--- src/design/sfc_pkg.sv ---
// ----------------------------------------------------------------------------
// Sensor frame checker package
// Shared beat types, status codes and the byte-wide reflected CRC-16 update.
// ----------------------------------------------------------------------------
package sfc_pkg;

    localparam logic [15:0] CRC_INIT     = 16'hFFFF;
    localparam logic [15:0] CRC_POLY     = 16'hA001;
    localparam logic [7:0]  HDR_FUNCTION = 8'h03;
    localparam logic [7:0]  HDR_LENGTH   = 8'h04;

    // Positions of the bytes within one response frame.
    localparam logic [2:0] POS_FUNCTION = 3'd0;
    localparam logic [2:0] POS_LENGTH   = 3'd1;
    localparam logic [2:0] POS_HUM_HI   = 3'd2;
    localparam logic [2:0] POS_HUM_LO   = 3'd3;
    localparam logic [2:0] POS_TEMP_HI  = 3'd4;
    localparam logic [2:0] POS_TEMP_LO  = 3'd5;
    localparam logic [2:0] POS_CRC_LO   = 3'd6;
    localparam logic [2:0] POS_CRC_HI   = 3'd7;

    typedef enum logic [1:0] {
        ST_OK      = 2'd0,
        ST_BAD_HDR = 2'd1,
        ST_BAD_CRC = 2'd2
    } status_t;

    typedef struct packed {
        logic [7:0] rx_byte;
        logic       frame_start;
    } in_beat_t;

    typedef struct packed {
        status_t            status;
        logic signed [15:0] temperature_tenths;
        logic [15:0]        humidity_tenths;
    } out_beat_t;

    // Everything the result stage needs when the last byte of a frame arrives.
    typedef struct packed {
        logic        done;
        logic        header_ok;
        logic        crc_match;
        logic [15:0] humidity_raw;
        logic [15:0] temperature_raw;
    } frame_done_t;

    // One byte into a reflected CRC-16, least significant bit first.
    function automatic logic [15:0] crc_feed(input logic [15:0] crc, input logic [7:0] b);
        logic [15:0] c;
        c = crc ^ {8'h00, b};
        for (int k = 0; k < 8; k++) begin
            if (c[0])
            begin
                c = (c >> 1) ^ CRC_POLY;
            end
            else
            begin
                c = c >> 1;
            end
        end
        return c;
    endfunction

endpackage

--- src/design/sfc_if.sv ---
// ----------------------------------------------------------------------------
// Sensor frame checker channels
// Valid/ready channels for received bytes and for frame results.
// ----------------------------------------------------------------------------
interface sfc_in_if;
    logic             valid;
    logic             ready;
    sfc_pkg::in_beat_t data;

    modport source (output valid, output data, input ready);
    modport sink   (input valid, input data, output ready);
endinterface

interface sfc_out_if;
    logic               valid;
    logic               ready;
    sfc_pkg::out_beat_t data;

    modport source (output valid, output data, input ready);
    modport sink   (input valid, input data, output ready);
endinterface

--- src/design/sfc_frame.sv ---
// ----------------------------------------------------------------------------
// Sensor frame checker: frame tracker
// Counts bytes, runs the CRC over bytes 0..5 and captures the data fields.
// ----------------------------------------------------------------------------
module sfc_frame (
    input  logic                 clk,
    input  logic                 rst_n,
    input  logic                 accept,
    input  sfc_pkg::in_beat_t    beat,
    output sfc_pkg::frame_done_t frame
);
    import sfc_pkg::*;

    logic [2:0]  byte_count_reg, byte_count_next;
    logic [15:0] running_crc_reg, running_crc_next;
    logic        header_ok_reg, header_ok_next;
    logic [15:0] humidity_raw_reg, humidity_raw_next;
    logic [15:0] temperature_raw_reg, temperature_raw_next;
    logic [7:0]  crc_low_reg, crc_low_next;

    logic [2:0]  pos;
    logic [15:0] crc_base;
    logic        hdr_base;
    logic        last_byte;

    // A frame start drops the partial frame; its byte is byte 0.
    assign pos       = beat.frame_start ? POS_FUNCTION : byte_count_reg;
    assign crc_base  = beat.frame_start ? CRC_INIT : running_crc_reg;
    assign hdr_base  = beat.frame_start ? 1'b1 : header_ok_reg;
    assign last_byte = (pos == POS_CRC_HI);

    always_comb
    begin
        byte_count_next      = byte_count_reg;
        running_crc_next     = running_crc_reg;
        header_ok_next       = header_ok_reg;
        humidity_raw_next    = humidity_raw_reg;
        temperature_raw_next = temperature_raw_reg;
        crc_low_next         = crc_low_reg;
        if (accept)
        begin
            byte_count_next  = pos + 3'd1;
            running_crc_next = crc_base;
            header_ok_next   = hdr_base;
            if (pos <= POS_TEMP_LO)
            begin
                running_crc_next = crc_feed(crc_base, beat.rx_byte);
            end
            case (pos)
                POS_FUNCTION: header_ok_next = (beat.rx_byte == HDR_FUNCTION);
                POS_LENGTH:   header_ok_next = hdr_base && (beat.rx_byte == HDR_LENGTH);
                POS_HUM_HI:   humidity_raw_next[15:8] = beat.rx_byte;
                POS_HUM_LO:   humidity_raw_next[7:0] = beat.rx_byte;
                POS_TEMP_HI:  temperature_raw_next[15:8] = beat.rx_byte;
                POS_TEMP_LO:  temperature_raw_next[7:0] = beat.rx_byte;
                POS_CRC_LO:   crc_low_next = beat.rx_byte;
                default:
                begin
                    // Last byte: the frame state starts over for the next frame.
                    running_crc_next = CRC_INIT;
                    header_ok_next   = 1'b1;
                end
            endcase
        end
    end

    always_ff @(posedge clk or negedge rst_n)
    begin
        if (!rst_n)
        begin
            byte_count_reg      <= 3'd0;
            running_crc_reg     <= CRC_INIT;
            header_ok_reg       <= 1'b1;
            humidity_raw_reg    <= 16'd0;
            temperature_raw_reg <= 16'd0;
            crc_low_reg         <= 8'd0;
        end
        else
        begin
            byte_count_reg      <= byte_count_next;
            running_crc_reg     <= running_crc_next;
            header_ok_reg       <= header_ok_next;
            humidity_raw_reg    <= humidity_raw_next;
            temperature_raw_reg <= temperature_raw_next;
            crc_low_reg         <= crc_low_next;
        end
    end

    assign frame.done            = accept && last_byte;
    assign frame.header_ok       = header_ok_reg;
    assign frame.crc_match       = ({beat.rx_byte, crc_low_reg} == running_crc_reg);
    assign frame.humidity_raw    = humidity_raw_reg;
    assign frame.temperature_raw = temperature_raw_reg;

`ifndef ASSERT_OFF
    a_wrap_after_last: assert property (@(posedge clk) disable iff (!rst_n)
        frame.done |=> (byte_count_reg == 3'd0) && (running_crc_reg == CRC_INIT)
                       && header_ok_reg)
        else $error("frame state not cleared after the last byte");

    a_start_is_byte0: assert property (@(posedge clk) disable iff (!rst_n)
        accept && beat.frame_start |=> (byte_count_reg == 3'd1))
        else $error("frame start did not restart the byte count");

    a_hold_when_idle: assert property (@(posedge clk) disable iff (!rst_n)
        !accept |=> $stable(byte_count_reg) && $stable(running_crc_reg))
        else $error("frame state moved without an accepted beat");
`endif

endmodule

--- src/design/sfc_result.sv ---
// ----------------------------------------------------------------------------
// Sensor frame checker: result stage
// Forms the status and converted readings and holds them in the result register.
// ----------------------------------------------------------------------------
module sfc_result (
    input  logic                 clk,
    input  logic                 rst_n,
    input  sfc_pkg::frame_done_t frame,
    output logic                 slot_free,
    sfc_out_if.source            res_ch
);
    import sfc_pkg::*;

    logic      res_valid_reg, res_valid_next;
    out_beat_t res_data_reg, res_data_next;
    out_beat_t formed;
    logic [14:0] mag;

    assign mag = frame.temperature_raw[14:0];

    always_comb
    begin
        formed.status             = ST_OK;
        formed.temperature_tenths = 16'sd0;
        formed.humidity_tenths    = 16'd0;
        if (!frame.header_ok)
        begin
            formed.status = ST_BAD_HDR;
        end
        else if (!frame.crc_match)
        begin
            formed.status = ST_BAD_CRC;
        end
        else
        begin
            // Sign-magnitude to two's complement; negative zero stays zero.
            if (frame.temperature_raw[15])
            begin
                formed.temperature_tenths = -$signed({1'b0, mag});
            end
            else
            begin
                formed.temperature_tenths = $signed({1'b0, mag});
            end
            formed.humidity_tenths = frame.humidity_raw;
        end
    end

    assign slot_free = !res_valid_reg || res_ch.ready;

    always_comb
    begin
        res_valid_next = res_valid_reg && !res_ch.ready;
        res_data_next  = res_data_reg;
        if (frame.done)
        begin
            res_valid_next = 1'b1;
            res_data_next  = formed;
        end
    end

    always_ff @(posedge clk or negedge rst_n)
    begin
        if (!rst_n)
        begin
            res_valid_reg <= 1'b0;
        end
        else
        begin
            res_valid_reg <= res_valid_next;
        end
    end

    always_ff @(posedge clk)
    begin
        res_data_reg <= res_data_next;
    end

    assign res_ch.valid = res_valid_reg;
    assign res_ch.data  = res_data_reg;

`ifndef ASSERT_OFF
    a_error_zeroes: assert property (@(posedge clk) disable iff (!rst_n)
        res_valid_reg && (res_data_reg.status != ST_OK)
            |-> (res_data_reg.temperature_tenths == 16'sd0)
                && (res_data_reg.humidity_tenths == 16'd0))
        else $error("readings not zero on an error status");

    a_no_neg_zero: assert property (@(posedge clk) disable iff (!rst_n)
        res_valid_reg |-> (res_data_reg.temperature_tenths != 16'sh8000))
        else $error("negative zero leaked into the temperature");

    a_no_overwrite: assert property (@(posedge clk) disable iff (!rst_n)
        frame.done |-> slot_free)
        else $error("result overwritten before it was taken");
`endif

endmodule

--- src/design/sensor_frame_checker_crc16.sv ---
// ----------------------------------------------------------------------------
// Sensor frame checker, CRC-16
// Checks 8-byte sensor response frames and returns status and readings.
// ----------------------------------------------------------------------------
//   channel  dir  payload                                           beats
//   rx_ch    in   rx_byte, frame_start                              one per byte
//   res_ch   out  status, temperature_tenths, humidity_tenths       one per frame
//
// One byte is taken every cycle while rx_ch.ready is high; the CRC update for
// a byte is one unrolled step in the frame tracker. The result of a frame sits
// in the result register in the cycle after its last byte. rx_ch.ready drops
// only while a result waits and res_ch.ready is low. Reset clears the byte
// count and result valid, presets CRC and header flag; there is no clearing pass.
module sensor_frame_checker_crc16 (
    input  logic      clk,
    input  logic      rst_n,
    sfc_in_if.sink    rx_ch,
    sfc_out_if.source res_ch
);
    import sfc_pkg::*;

    logic        accept;
    logic        slot_free;
    frame_done_t frame;

    assign rx_ch.ready = slot_free;
    assign accept      = rx_ch.valid && slot_free;

    sfc_frame u_frame (
        .clk    (clk),
        .rst_n  (rst_n),
        .accept (accept),
        .beat   (rx_ch.data),
        .frame  (frame)
    );

    sfc_result u_result (
        .clk       (clk),
        .rst_n     (rst_n),
        .frame     (frame),
        .slot_free (slot_free),
        .res_ch    (res_ch)
    );

endmodule
--- src/flat_wrapper.sv ---
// flat-port wrapper written by rule: the top's interface ports become plain ports
module sensor_frame_checker_crc16_flat import sfc_pkg::*;
  (clk, rst_n, rx_ch_valid, rx_ch_data, rx_ch_ready, res_ch_valid, res_ch_data, res_ch_ready);
  sfc_in_if rx_ch_i ();
  sfc_out_if res_ch_i ();
  input  logic clk;
  input  logic rst_n;
  input wire logic [$bits(rx_ch_i.valid)-1:0] rx_ch_valid;
  input wire logic [$bits(rx_ch_i.data)-1:0] rx_ch_data;
  output wire logic [$bits(rx_ch_i.ready)-1:0] rx_ch_ready;
  output wire logic [$bits(res_ch_i.valid)-1:0] res_ch_valid;
  output wire logic [$bits(res_ch_i.data)-1:0] res_ch_data;
  input wire logic [$bits(res_ch_i.ready)-1:0] res_ch_ready;
  assign rx_ch_i.valid = rx_ch_valid;
  assign rx_ch_i.data = rx_ch_data;
  assign rx_ch_ready = rx_ch_i.ready;
  assign res_ch_valid = res_ch_i.valid;
  assign res_ch_data = res_ch_i.data;
  assign res_ch_i.ready = res_ch_ready;
  sensor_frame_checker_crc16 u_core (.clk(clk), .rst_n(rst_n), .rx_ch(rx_ch_i), .res_ch(res_ch_i));
endmodule
--- config.mk ---
export PLATFORM = sky130hd
export DESIGN_NAME = sensor_frame_checker_crc16_flat
export DESIGN_NICKNAME = d
export VERILOG_FILES = /design/src/design/sfc_pkg.sv /design/src/design/sfc_if.sv /design/src/design/sfc_frame.sv /design/src/design/sfc_result.sv /design/src/design/sensor_frame_checker_crc16.sv /design/src/flat_wrapper.sv
export SDC_FILE = /design/constraint.sdc
export NUM_CORES = 1
export LEC_CHECK = 0
export BUFFER_PORTS_ARGS = -buffer_cell sky130_fd_sc_hd__clkbuf_2
export CORE_AREA = 2 2 126 128
export DETAILED_ROUTE_END_ITERATION = 10
export DIE_AREA = 0 0 128 130
export GPL_TIMING_DRIVEN = 1
export SYNTH_ARGS = -nofsm -noshare
export SYNTH_HDL_FRONTEND = slang
export SYNTH_SLANG_ARGS = --single-unit
--- constraint.sdc ---
create_clock -name clk -period 4 [get_ports clk]
set_input_delay 0.4 -clock clk [delete_from_list [all_inputs] [get_ports clk]]
set_output_delay 0.4 -clock clk [all_outputs]
set_load 0.05 [all_outputs]
* After elaboration in Yosys (flattened, before gate mapping) *
Index checks and enable logic that the tools add are counted.

word-level totals
  bits in registers = 95
  logic and storage cells = 83

cells by class
  add/sub/neg operators = 2
  equality and inequality tests = 10
  reductions and logical operators = 17
  bitwise logic cells = 9
  $lt $le $gt $ge = 1
  muxes and demuxes = 31

operator list
  operator               number
  $mux W16               25
  $not A2 Y3             8
  $eq A16 B16 Y1         1
  $neg A15 Y16           1
  $xor A16 B8 Y16        1
  $mux W15               1
  $eq A3 B3 Y1 const B   4
  $reduce_and A2 Y1      6
  $eq A8 B2 Y1 const B   1
  $eq A8 B3 Y1 const B   1
  $reduce_or A7 Y1       1
  $eq A3 B2 Y1 const B   2
  $reduce_or A5 Y1       1
  $logic_and A1 B1 Y1    4
  $add A3 B1 Y3 const B  1
  $eq A3 B1 Y1 const B   1
  $le A3 B3 Y1 const B   1
  $logic_not A3 Y1       1
  $mux W3                1
  $pmux W1 S3            1
  $reduce_and A3 Y1      1
  $logic_not A1 Y1       2
  $mux W1                2
  $mux W2                1
  $logic_or A1 B1 Y1     1

* Longest topological paths before layout *
  depth in word-level cells = 34
  gate-level depth with buffers = 10
  gate-level depth less buffers = 8

* By module *
From an unflattened synthesis, not the netlist that was laid out.

unflattened totals
  cells, all modules = 389
  area, all modules = 4695.8 µm²

by module, submodules not included
  module                      area an instance (µm²)  cells each  times used
  sfc_frame                   3071.7                  263         1
  sfc_result                  1617.8                  125         1
  sensor_frame_checker_crc16  6.3                     1           1

* Worst setup path before layout *
Ideal clock, no wire load.

  path kind = register -> register
  from = reg u_core.u_result.res_valid_reg, in the netlist u_core.u_result.res_ch.valid
  to = reg u_core.u_result.res_data_reg (netlist bit u_core.u_result.res_ch.data[0]), enable pin
  slack = 1.521 ns
  clock period less this slack = 2.479 ns
  arrival = 2.091 ns
  path buffers = 0
  stages on the path, launching flop included = 5
  library setup time = 0.389 ns
  cell sequence = dfrtp_1 nand2b_1 and2_0 nand2_1 inv_1

RTL lines
  element                 RTL line          text
  start, declared         sfc_result.sv:14  logic res_valid_reg, res_valid_next;
  start signal, assigned  sfc_result.sv:70  res_valid_reg <= res_valid_next;
  end signal, assigned    sfc_result.sv:76  res_data_reg <= res_data_next;
  end, declared           sfc_result.sv:15  out_beat_t res_data_reg, res_data_next;

* Final worst setup path *
  from = reg u_core.u_frame.temperature_raw_reg[3]
  to = reg u_core.u_result.res_data_reg (netlist bit u_core.u_result.res_ch.data[27]) (data pin)

on the way
  cells in the longest elaborated chain, start to end = 2

ends and longest elaborated chain
  element                 RTL line          text
  start, declared         sfc_frame.sv:18   logic [15:0] temperature_raw_reg, temperature_raw_next;
  start signal, assigned  sfc_frame.sv:84   temperature_raw_reg <= temperature_raw_next;
  $neg A15 Y16            sfc_result.sv:39  formed.temperature_tenths = -$signed({1'b0, mag});
  $mux W15                sfc_result.sv:37  if (frame.temperature_raw[15])

Every way passes these cells.
A chain may end at the register's enable or synchronous reset.

==> flow_summary.yaml <==
sta:
  worst_slack_ns: 1.48
  rsz0062_at_grt: "no"
  setup_violations: 0
  clock_skew_ns: 0.0125
  final-hold-violation-count: 0
  fin_crit_ns: 2.52
  finalSetupTns_ns: 0
  max_freq_mhz: 397
  maxSlewHeadroom: 0.290
  min_period_over_period: 0.630
  tightest_slew_ns: 1.06
  slew_viol_final: 0
cts:
  clk_pin_slew_ns: 0.07
  clock-sinks: 95
  clock_path_buffers: 2
  tritoncts: "built"
  hold_buffers: 0
  htreeDepth: 3
  insertion_delay_ns: 0.34
  ctsRootBufferMaster: "clkbuf_16"
  post-cts-setup-buffers: 0
  cts_resized: 0
  cts_buffers: 9
layout:
  layout.nets: 435
  largest_reg_flops: 34
  fin_area_mm2: 0.00527
  area_delta_synth_final_pct: 16.0
  drive_above_1_share: 0.307
  antennaDiodeCount: 0
critical_path:
  cp_max_fo: 5
  cp.arrival_ns: 2.60
  worst-setup-path-type: "register to register"
  crit_required_ns: 4.08
  start_kind: "register"
  end_kind: "register"
floorplan:
  core_area_mm2: 0.0154
  rows: 46
  die_w_um: 128
  die_area_mm2: 0.0166
  start_util: 0.294
  io_pins: 49
  die_h_um: 130
route:
  routed_wl_um: 9030
  wire_per_inst_um: 14.8
  drc: 0
  firstDrtPassIters: 4
  ant_nets: 0
  vias: 2821
  drt_iter0_drc: 216
  vias_per_cell: 4.61
global_route:
  grt_overflow: 0
  grt_pass1_wl_um: 14700
  track_usage: 0.115
  antenna_found_initial: 0
  grt_max_degree: 43
  first_global_vias: 2840
pwr:
  power-per-cell-area_mw_per_mm2: 555
  ir_worst_vdd_mv: 0.227
  power_leakage_nw: 2.29
yosys:
  synth_nets: 389
  synth_area_mm2: 0.00454
  synth_cell_types: 40
  synth-seq-cells: 95
  yosys.area.top_type: "dfrtp_1"
  seq_area_frac_synth: 0.566
  yosysTopAreaCellShare: 0.243
  yosys-top-cells-area: "dfrtp_1, edfxtp_1, mux2_2"
  ys_warn_count: 0
  synth_area_per_cell_um2: 12.3
  netlist_instances: 369
placement:
  gp_congestion: 0.795
  dp.final_hpwl_um: 6320
  numPortBuffers: 48
  placed_area_mm2: 0.00498
  pre_cts_ws_ns: 1.50
run_status:
  outcome: "finished clean"
job:
  maxCapViolations: 0
hold_path:
  hp-class: "input port to asynchronous set/reset pin"
-- metrics by stage --
| stage | instances | hold slack [ns] | util | total power, mW |
|---|---|---|---|---|
| floorplan | 369 | 0.104 | - | 1.95 |
| global placement | 596 | 0.464 | 0.323 | 2.08 |
| detailed placement | 596 | 0.472 | 0.323 | 2.10 |
| CTS | 612 | 0.295 | 0.341 | 2.94 |
| global route | 612 | 0.335 | 0.341 | 3.09 |
| finish | 612 | 0.250 | 0.341 | 2.92 |
-- critical path, stage by stage (launching register included) --
cell     delay, ns
dfrtp_1       0.41
or3_4         0.42
or4_4         0.43
or4_4         0.52
o21ai_0       0.25
xor2_1        0.17
nor2_1        0.05
-- metal layers --
metal  up-vias  global-route usage  wire length [µm]
met1      1387               0.141              4130
met5         -                   0                 0
li1       1370                   -                 -
met4         0              0.0433               129
met3         9              0.0299               390
met2        55               0.196              4390
-- synth_stat cells (all sizes together) --
| master | instances |
|---|---|
| a2111oi | 2 |
| a21oi | 13 |
| a41oi | 1 |
| and2 | 1 |
| and3 | 16 |
| buf | 5 |
| clkbuf | 13 |
| dfrtp | 44 |
| dfstp | 17 |
| edfxtp | 34 |
| ha | 7 |
| inv | 8 |
| mux2 | 40 |
| mux2i | 1 |
| nand2 | 19 |
| nand2b | 6 |
| nand3 | 2 |
| nand4 | 4 |
| nand4b | 1 |
| nor2 | 46 |
| nor2b | 1 |
| nor3 | 4 |
| nor3b | 1 |
| nor4 | 2 |
| o21a | 1 |
| o21ai | 8 |
| o22a | 5 |
| o31ai | 2 |
| o41ai | 2 |
| or3 | 1 |
| or4 | 3 |
| or4bb | 1 |
| xnor2 | 36 |
| xnor3 | 2 |
| xor2 | 20 |
-- kinds of logic (layout without fill, tap and decap cells) --
| logic type | count (synthesis) | after routing | share of synthesized area |
|---|---|---|---|
| compound gates | 34 | 34 | 0.0529 |
| xor+xnor | 58 | 58 | 0.118 |
| fa+ha+maj | 7 | 7 | 0.0193 |
| buf+inv | 26 | 77 | 0.0240 |
| flops | 95 | 95 | 0.566 |
| mux | 41 | 41 | 0.101 |
| simple gates | 108 | 108 | 0.118 |
-- placed cells by master (no fill, tap or decap), types with 2 or more instances in the layout --
cell	count
clkbuf_2	48
nor2_1	46
dfrtp_1	44
mux2_2	40
xnor2_1	36
edfxtp_1	34
xor2_1	20
nand2_1	19
dfstp_2	17
and3_1	16
a21oi_1	13
clkbuf_16	9
inv_1	8
o21ai_0	8
ha_1	7
nand2b_1	6
o22a_1	5
buf_4	5
nand4_1	4
nor3_1	4
xnor3_1	2
nand3_1	2
or4_4	2
o31ai_1	2
clkinv_1	2
-- final timing paths --
kind,end,from,slack (ns),depth (start not counted)
setup reg to reg,u_core.u_result.res_ch.data[27],u_core.u_frame.temperature_raw_reg[3],1.48,6
setup / recovery,u_core.u_result.res_ch.data[27],u_core.u_frame.temperature_raw_reg[3],1.48,6
min in group clk,u_core.u_result.res_ch.valid,res_ch_ready,0.37,3
hold reg to reg,u_core.u_frame.byte_count_reg[2],u_core.u_frame.byte_count_reg[2],0.48,2
hold / removal,u_core.u_frame.byte_count_reg[0],rst_n,0.25,1
max in group asynchronous,u_core.u_frame.running_crc_reg[10],rst_n,2.83,2
-- power breakdown --
part	leakage, nW	internal [mW]	switching, mW	total, mW
combinational	1.04	0.382	0.297	0.679
clock	0.142	0.483	0.356	0.838
sequential	1.11	1.22	0.189	1.40
-- layout make-up --
cell class / instances / area, µm²
clock buffer: 10 / 229
clock inverter: 6 / 60.1
fill: 1547 / 10200
inverter: 8 / 30.0
multi-input combinational: 248 / 1860
sequential: 95 / 2570
tap: 192 / 240
timing repair buffer: 53 / 278
Note: power is estimated with default switching activity, not from simulation.
